**config.mk**
```make
export PLATFORM = sky130hd
export DESIGN_NAME = reorder_buffer_reassembly_top
export DESIGN_NICKNAME = d
export VERILOG_FILES = /design/src/hdl/rbr_pkg.sv /design/src/hdl/reorder_buffer_reassembly_top.sv /design/src/hdl/rbr_front.sv /design/src/hdl/rbr_back.sv
export SDC_FILE = /design/constraint.sdc
export NUM_CORES = 1
export LEC_CHECK = 0
export ABC_CLOCK_PERIOD_IN_PS = 24800
export BUFFER_PORTS_ARGS = -buffer_cell sky130_fd_sc_hd__buf_2
export CORE_MARGIN = 1
export CORE_UTILIZATION = 47
export CTS_CLUSTER_DIAMETER = 100
export CTS_CLUSTER_SIZE = 28
export DETAILED_ROUTE_END_ITERATION = 10
export GPL_ROUTABILITY_DRIVEN = 1
export GPL_TIMING_DRIVEN = 0
export PLACE_DENSITY = 0.74
export SKIP_CTS_REPAIR_TIMING = 1
export SLEW_MARGIN = 10
export SYNTH_ARGS = -nofsm -noshare
export SYNTH_HDL_FRONTEND = slang
export SYNTH_SLANG_ARGS = --single-unit
```
**constraint.sdc**
```tcl
create_clock -name clock -period 24.8 [get_ports clock]
set_input_delay 4.96 -clock clock [delete_from_list [all_inputs] [get_ports clock]]
set_output_delay 4.96 -clock clock [all_outputs]
set_load 0.03 [all_outputs]
```
**src/hdl/rbr_pkg.sv**
```systemverilog
// rbr_pkg: shared types and constants for the reorder buffer reassembly block
// no dependencies
package rbr_pkg;
   localparam int BUFFER_ENTRIES = 8;
   localparam int MAX_CHUNK_BYTES = 1024;
   localparam int IDX_W = (BUFFER_ENTRIES > 1) ? $clog2(BUFFER_ENTRIES) : 1;
   localparam int CNT_W = $clog2(BUFFER_ENTRIES + 1);

   localparam logic [1:0] KIND_DELIVER = 2'd0;
   localparam logic [1:0] KIND_ACK     = 2'd1;
   localparam logic [1:0] KIND_REJECT  = 2'd2;

   typedef struct packed {
      logic [31:0] offset;
      logic [10:0] length;
      logic        final_chunk;
      logic [15:0] payload_tag;
   } req_type;

   typedef struct packed {
      logic [1:0]  kind;
      logic [31:0] chunk_offset;
      logic [10:0] chunk_length;
      logic [15:0] chunk_tag;
      logic        stream_done;
      logic        last_of_run;
   } rsp_type;

   // classified command from front to back
   typedef struct packed {
      req_type     pkt;
      logic        in_order;
   } cmd_type;
endpackage

```
**src/hdl/reorder_buffer_reassembly_top.sv**
```systemverilog
// reorder_buffer_reassembly_top: top level of the byte offset reorder buffer
// depends on rbr_pkg, rbr_front, rbr_back
//
//   channel  | handshake        | payload
//   request  | start / busy     | req_data (rbr_pkg::req_type)
//   response | rsp_strobe       | rsp_data (rbr_pkg::rsp_type)
//
// an out-of-order or rejected item passes the front register, then the result register
// an in-order item passes both and then drains buffered entries, one per cycle
// the drain sequencer in the back part closes the run with an ack, after at most BUFFER_ENTRIES entries
// synchronous active-high reset clears expected offset, valid bits and count
// the receiver cannot stall; each result shows for exactly one cycle
module reorder_buffer_reassembly_top (
   input  logic              clock,
   input  logic              reset,
   input  logic              start,
   output logic              busy,
   input  rbr_pkg::req_type  req_data,
   output logic              rsp_strobe,
   output rbr_pkg::rsp_type  rsp_data
);
   import rbr_pkg::*;
   logic        cmd_valid, cmd_take, back_idle;
   cmd_type     cmd_data;
   logic [31:0] expected;

   // front: accept and classify against the expected offset
   rbr_front u_front (
      .clock(clock), .reset(reset), .start(start), .req_data(req_data),
      .expected(expected), .back_idle(back_idle), .busy(busy),
      .cmd_valid(cmd_valid), .cmd_data(cmd_data), .cmd_take(cmd_take)
   );

   // back: store, drain and respond
   rbr_back u_back (
      .clock(clock), .reset(reset), .cmd_valid(cmd_valid), .cmd_data(cmd_data),
      .cmd_take(cmd_take), .expected(expected), .idle(back_idle),
      .rsp_strobe(rsp_strobe), .rsp_data(rsp_data)
   );

`ifndef SYNTH
   // a transfer into the back part always yields a result next cycle
   a_take_rsp: assert property (@(posedge clock) disable iff (reset)
      cmd_take |=> rsp_strobe) else $error("no result after command");
   // a delivery that is not the last result is followed by another result
   a_run_cont: assert property (@(posedge clock) disable iff (reset)
      rsp_strobe && !rsp_data.last_of_run |=> rsp_strobe) else $error("run broken");
   // ack and reject always close a run
   a_ack_last: assert property (@(posedge clock) disable iff (reset)
      rsp_strobe && rsp_data.kind != KIND_DELIVER |-> rsp_data.last_of_run)
      else $error("ack not last");
`endif
endmodule

```
**src/hdl/rbr_front.sv**
```systemverilog
// rbr_front: accepts a request, saturates its length and marks it in order or not
// depends on rbr_pkg
module rbr_front (
   input  logic                clock,
   input  logic                reset,
   input  logic                start,
   input  rbr_pkg::req_type    req_data,
   input  logic [31:0]         expected,
   input  logic                back_idle,
   output logic                busy,
   output logic                cmd_valid,
   output rbr_pkg::cmd_type    cmd_data,
   input  logic                cmd_take
);
   import rbr_pkg::*;
   logic    full_ff, full_in;
   cmd_type cmd_ff, cmd_in;
   req_type sat;

   always_comb begin
      sat = req_data;
      if (req_data.length > 11'(MAX_CHUNK_BYTES)) sat.length = 11'(MAX_CHUNK_BYTES);
   end

   // one item at a time: the next depends on the expected offset left by this one
   assign busy = full_ff || !back_idle;
   assign cmd_valid = full_ff;
   assign cmd_data = cmd_ff;

   always_comb begin
      full_in = full_ff;
      cmd_in = cmd_ff;
      if (cmd_take) full_in = 1'b0;
      if (start && !busy) begin
         full_in = 1'b1;
         cmd_in.pkt = sat;
         cmd_in.in_order = (req_data.offset == expected);
      end
   end

   always_ff @(posedge clock) begin
      if (reset) full_ff <= 1'b0;
      else full_ff <= full_in;
      cmd_ff <= cmd_in;
   end
endmodule

```
**src/hdl/rbr_back.sv**
```systemverilog
// rbr_back: entry store, drain sequencer and result generation
// depends on rbr_pkg
module rbr_back (
   input  logic               clock,
   input  logic               reset,
   input  logic               cmd_valid,
   input  rbr_pkg::cmd_type   cmd_data,
   output logic               cmd_take,
   output logic [31:0]        expected,
   output logic               idle,
   output logic               rsp_strobe,
   output rbr_pkg::rsp_type   rsp_data
);
   import rbr_pkg::*;
   typedef enum logic [1:0] {S_IDLE, S_DRAIN} state_type;

   state_type state_ff, state_in;
   logic [31:0] exp_ff, exp_in;
   logic [BUFFER_ENTRIES-1:0] vld_ff, vld_in;
   logic [31:0] eoff_ff [BUFFER_ENTRIES];
   logic [10:0] elen_ff [BUFFER_ENTRIES];
   logic [15:0] etag_ff [BUFFER_ENTRIES];
   logic        efin_ff [BUFFER_ENTRIES];
   logic [CNT_W-1:0] cnt_ff, cnt_in;
   req_type pkt_ff, pkt_in;
   logic stb_ff, stb_in;
   rsp_type rsp_ff, rsp_in;
   logic wr_en;
   logic [IDX_W-1:0] wr_idx, hit_idx;
   logic hit, dup, free_found;

   assign cmd_take = cmd_valid && (state_ff == S_IDLE);
   assign expected = exp_ff;
   assign idle = (state_ff == S_IDLE);
   assign rsp_strobe = stb_ff;
   assign rsp_data = rsp_ff;

   always_comb begin
      hit = 1'b0; hit_idx = '0; dup = 1'b0; free_found = 1'b0; wr_idx = '0;
      for (int i = BUFFER_ENTRIES-1; i >= 0; i--) begin
         if (vld_ff[i] && eoff_ff[i] == exp_ff) begin hit = 1'b1; hit_idx = IDX_W'(i); end
         if (!vld_ff[i]) begin free_found = 1'b1; wr_idx = IDX_W'(i); end
         if (vld_ff[i] && eoff_ff[i] == cmd_data.pkt.offset) dup = 1'b1;
      end
   end

   always_comb begin
      logic [31:0] gap;
      state_in = state_ff; exp_in = exp_ff; vld_in = vld_ff; cnt_in = cnt_ff;
      pkt_in = pkt_ff; stb_in = 1'b0; rsp_in = rsp_ff; wr_en = 1'b0;
      gap = cmd_data.pkt.offset - exp_ff;
      case (state_ff)
         S_IDLE: begin
            if (cmd_take) begin
               pkt_in = cmd_data.pkt;
               stb_in = 1'b1;
               rsp_in.chunk_offset = cmd_data.pkt.offset;
               rsp_in.chunk_tag = cmd_data.pkt.payload_tag;
               rsp_in.last_of_run = 1'b1;
               rsp_in.chunk_length = '0;
               rsp_in.stream_done = 1'b0;
               if (cmd_data.in_order) begin
                  rsp_in.kind = KIND_DELIVER;
                  rsp_in.chunk_length = cmd_data.pkt.length;
                  rsp_in.stream_done = cmd_data.pkt.final_chunk;
                  rsp_in.last_of_run = 1'b0;
                  exp_in = exp_ff + 32'(cmd_data.pkt.length);
                  state_in = S_DRAIN;
               end else if (cnt_ff >= CNT_W'(BUFFER_ENTRIES)) begin
                  rsp_in.kind = KIND_REJECT;
               end else begin
                  rsp_in.kind = KIND_ACK;
                  if (!dup && !gap[31] && free_found) begin
                     wr_en = 1'b1;
                     vld_in[wr_idx] = 1'b1;
                     cnt_in = cnt_ff + 1'b1;
                  end
               end
            end
         end
         S_DRAIN: begin
            stb_in = 1'b1;
            if (hit) begin
               rsp_in.kind = KIND_DELIVER;
               rsp_in.chunk_offset = eoff_ff[hit_idx];
               rsp_in.chunk_length = elen_ff[hit_idx];
               rsp_in.chunk_tag = etag_ff[hit_idx];
               rsp_in.stream_done = efin_ff[hit_idx];
               rsp_in.last_of_run = 1'b0;
               exp_in = exp_ff + 32'(elen_ff[hit_idx]);
               vld_in[hit_idx] = 1'b0;
               if (cnt_ff != '0) cnt_in = cnt_ff - 1'b1;
            end else begin
               rsp_in.kind = KIND_ACK;
               rsp_in.chunk_offset = pkt_ff.offset;
               rsp_in.chunk_length = '0;
               rsp_in.chunk_tag = pkt_ff.payload_tag;
               rsp_in.stream_done = 1'b0;
               rsp_in.last_of_run = 1'b1;
               state_in = S_IDLE;
            end
         end
         default: state_in = S_IDLE;
      endcase
   end

   always_ff @(posedge clock) begin
      if (reset) begin
         state_ff <= S_IDLE; exp_ff <= '0; vld_ff <= '0; cnt_ff <= '0; stb_ff <= 1'b0;
      end else begin
         state_ff <= state_in; exp_ff <= exp_in; vld_ff <= vld_in;
         cnt_ff <= cnt_in; stb_ff <= stb_in;
      end
      pkt_ff <= pkt_in;
      rsp_ff <= rsp_in;
      if (wr_en) begin
         eoff_ff[wr_idx] <= cmd_data.pkt.offset;
         elen_ff[wr_idx] <= cmd_data.pkt.length;
         etag_ff[wr_idx] <= cmd_data.pkt.payload_tag;
         efin_ff[wr_idx] <= cmd_data.pkt.final_chunk;
      end
   end
endmodule

```
==> results.tsv <==
metric	value	unit
outcome	finished, violations left	
Mapped Cells	2709	
Final Slew Violations	2	
violated checks	capacitance limit, slew limit	
most frequent cells in the layout	edfxtp_1 (652), xnor2_1 (297), xor2_1 (273), buf_2 (205), nand2_1 (151)	
# port buffers	126	
crit-path max cell delay	1010	ps
Detail Placement HPWL	117000	um
wire length of the first global-routing pass	207000	um
H-tree level count	2	
crit-path max FO	10	
CTS root buf	clkbuf_16	
Hold WC Path Type	flip-flop to flip-flop	
minimum clock period	8980	ps
Ys Warns	0	
worst-skew pair later-pin latency	630	ps
Routed WL per cell	39.8	um
I/O Pins	128	
Bufs and invs on worst path	3	
Initial Utilization	47.5	%
Pre-antenna DRT Iters	9	
Die H	273	um
CP max-delay cell	nor4_1	
CP required	25290	ps
commonest non-fill, non-tap cell in the layout	edfxtp_1	
vias in the first global route	24700	
maxcap violations	1	
Crit Path Class	flip-flop to flip-flop	
f_max	111	MHz
Tcrit/Tclk final	36.2	%
final net count	3021	
vias	26100	
Leak	12.8	nW
routability cong.	1.11	
vias per cell	6.69	
Hold Fails Final Rpt	0	
synth top area cells	edfxtp_1 (57%), xnor2_1 (7.5%), xor2_1 (6.9%), dfxtp_1 (2.7%), nor4_1 (2.4%)	
largest net degree at the start of global routing	42	
synthesized area	34600	sq um
DR DRC count	0	
total track usage	41.3	%
area grow syn2layout	10.5	%
number of flops mapped to enable cells by yosys	652	
Die Width	273	um
Cell Rows	99	
actual slew at the worst max-slew pin	1500	ps
syn_nets	2817	
distinct cell type count after synthesis	73	
First DRT Iteration DRCs	4560	
RSZ-0062 raised after global routing	no	
antenna violations before repair	6	
CTS Buf Count	34	
ys async rst share	0	%
TritonCTS clock tree	done	
sequential area share after synthesis	59.3	%
syn_area_per_cell	12.8	sq um
Util after Layout	52.5	%
Post-Route WL	155000	um
Fin Setup TNS	0	ps
Slew headroom	-1.06	%
Core Footprint	72800	sq um
clock skew	42.8	ps
crit path capture type	flip-flop	
Routed Antenna Nets	0	
Synth area leader	edfxtp_1	
FF+latch count, synth	699	
CP top delay family	compound AO/OA/AOI/OAI gates	
Worst VDD drop	0.0730	mV
post-synth top area share	56.6	%
Bufs on Longest Clock Path	3	
final setup violation count	0	
clk slew on worst S/H paths	110	ps
Main synth FF type	edfxtp_1	
cell-by-cell trace of the critical path	buf_2, xor2_1, nor4_1, nand4_1, or4_1, nand4_1, a211oi_1, o21ai_1, clkbuf_1, o221ai_1, a211oi_2, a21o_1, ha_1, a21oi_1, o21ai_0, a21o_1, a21oi_1, o21ai_0, o41ai_1, clkbuf_1, nor4_1, xnor2_1, nor2_1	
CTS Sinks	699	
Overflow after GRT	0	
layout cells sized above 1	12.8	%
Cell Pwr Density	58.2	nW/um^2
Setup crit start kind	flip-flop	
die area	74700	sq um
Arrival @ worst endpoint	9470	ps
cell families after synthesis:
group	count (synthesis)	share of synthesized area, %
compound gates	426	8.98
xor+xnor	570	14.4
fa+ha+maj	45	1.67
buf+inv	216	2.74
flops	699	59.3
mux	80	2.45
simple gates	673	10.4
worst paths after layout:
path | start | endpoint | slack, ps | cells past startpoint
setup reg to reg | u_back.expected[3] | u_back.expected[31] | 15820 | 23
setup / recovery | u_back.expected[3] | u_back.expected[31] | 15820 | 23
hold / removal | u_back.cnt_ff[0] | u_back.cnt_ff[0] | 520 | 1
hold reg to reg | u_back.cnt_ff[0] | u_back.cnt_ff[0] | 520 | 1
per-layer routing:
layer / share of wire (%) / GRT usage, % / routed length [um] / up-vias
met1: 37 / 52.8 / 56700 / 13000
li1: - / - / - / 10700
met4: 9.1 / 30.6 / 14100 / 6
met5: 0.032 / 0 / 49 / -
met3: 11 / 7.84 / 16400 / 476
met2: 44 / 62.6 / 68000 / 1958
worst reg2reg max path, cell delays in order, from the launching register on:
cell	delay, ps
dfxtp_1	460
buf_2	630
xor2_1	240
nor4_1	1010
nand4_1	540
or4_1	780
nand4_1	230
a211oi_1	100
o21ai_1	480
clkbuf_1	790
o221ai_1	290
a211oi_2	330
a21o_1	200
ha_1	270
a21oi_1	210
o21ai_0	150
a21o_1	200
a21oi_1	190
o21ai_0	150
o41ai_1	730
clkbuf_1	520
nor4_1	160
xnor2_1	170
nor2_1	50
per-stage QoR:
step | std cells | total power, W | instance area [sq um] | hold slack [ps] | setup WS, ps
final | 3900 | 0.00223 | 38200 | 524 | 15820
after detailed placement | 3836 | 0.00154 | 37100 | 498 | 16230
after floorplan | 2709 | 0.00146 | 34600 | 465 | 16970
after global routing | 3895 | 0.00226 | 38200 | 556 | 15720
after global placement | 3794 | 0.00154 | 36400 | 497 | 11270
after CTS | 3895 | 0.00221 | 38200 | 518 | 16160
power by group:
part / switching (W) / leakage [nW] / total (W) / internal [W]
Sequential: 0.0000333 / 6.33 / 0.00135 / 0.00132
Combinational: 0.000121 / 5.98 / 0.000173 / 0.0000524
Clock: 0.000419 / 0.535 / 0.000704 / 0.000284
Total: 0.000574 / 12.8 / 0.00223 / 0.00165
flip-flops by register name, summed over array words and instances, names as in the netlist:
name / count
u_back.rsp_strobe: 1
u_front.cmd_valid: 1
u_back.eoff_ff: 256
u_back.cnt_ff: 4
u_back.elen_ff: 88
u_back.expected: 32
u_back.state_ff: 1
u_back.etag_ff: 128
u_back.rsp_data: 63
u_back.vld_ff: 8
u_back.efin_ff: 8
u_front.cmd_data: 61
u_back.pkt_ff: 48
synthesized netlist by cell type (7+ instances only):
library cell,count
dfxtp_1,47
nor2_1,94
a221oi_1,49
buf_2,79
o221a_1,10
buf_4,8
nand2b_1,27
nand3b_1,7
a222oi_1,32
or4_1,18
xnor2_1,297
o22a_1,11
nand2_1,151
a211oi_1,8
clkbuf_1,69
nor3_1,28
xor2_1,273
buf_1,8
a21o_1,25
a211oi_2,10
a22o_1,12
o21ai_0,24
nor3b_1,7
edfxtp_1,652
inv_1,49
nand3_1,45
nor2b_1,28
o22ai_1,48
nor4_1,133
o221ai_1,10
mux2_2,38
ha_1,43
mux2i_1,42
a21oi_1,96
nand4_1,91
or3_1,13
and2_1,8
a31oi_1,41
layout make-up:
type | instances | area, sq um
antenna | 5 | 12.5
buffer | 165 | 756
timing repair buffer | 168 | 1240
inverter | 51 | 194
fill | 6312 | 34600
sequential | 699 | 20500
multi-input combinational | 1794 | 13200
clock buffer | 45 | 892
clock inverter | 14 | 223
tap | 959 | 1200
Power figures use the tool's default switching activity.
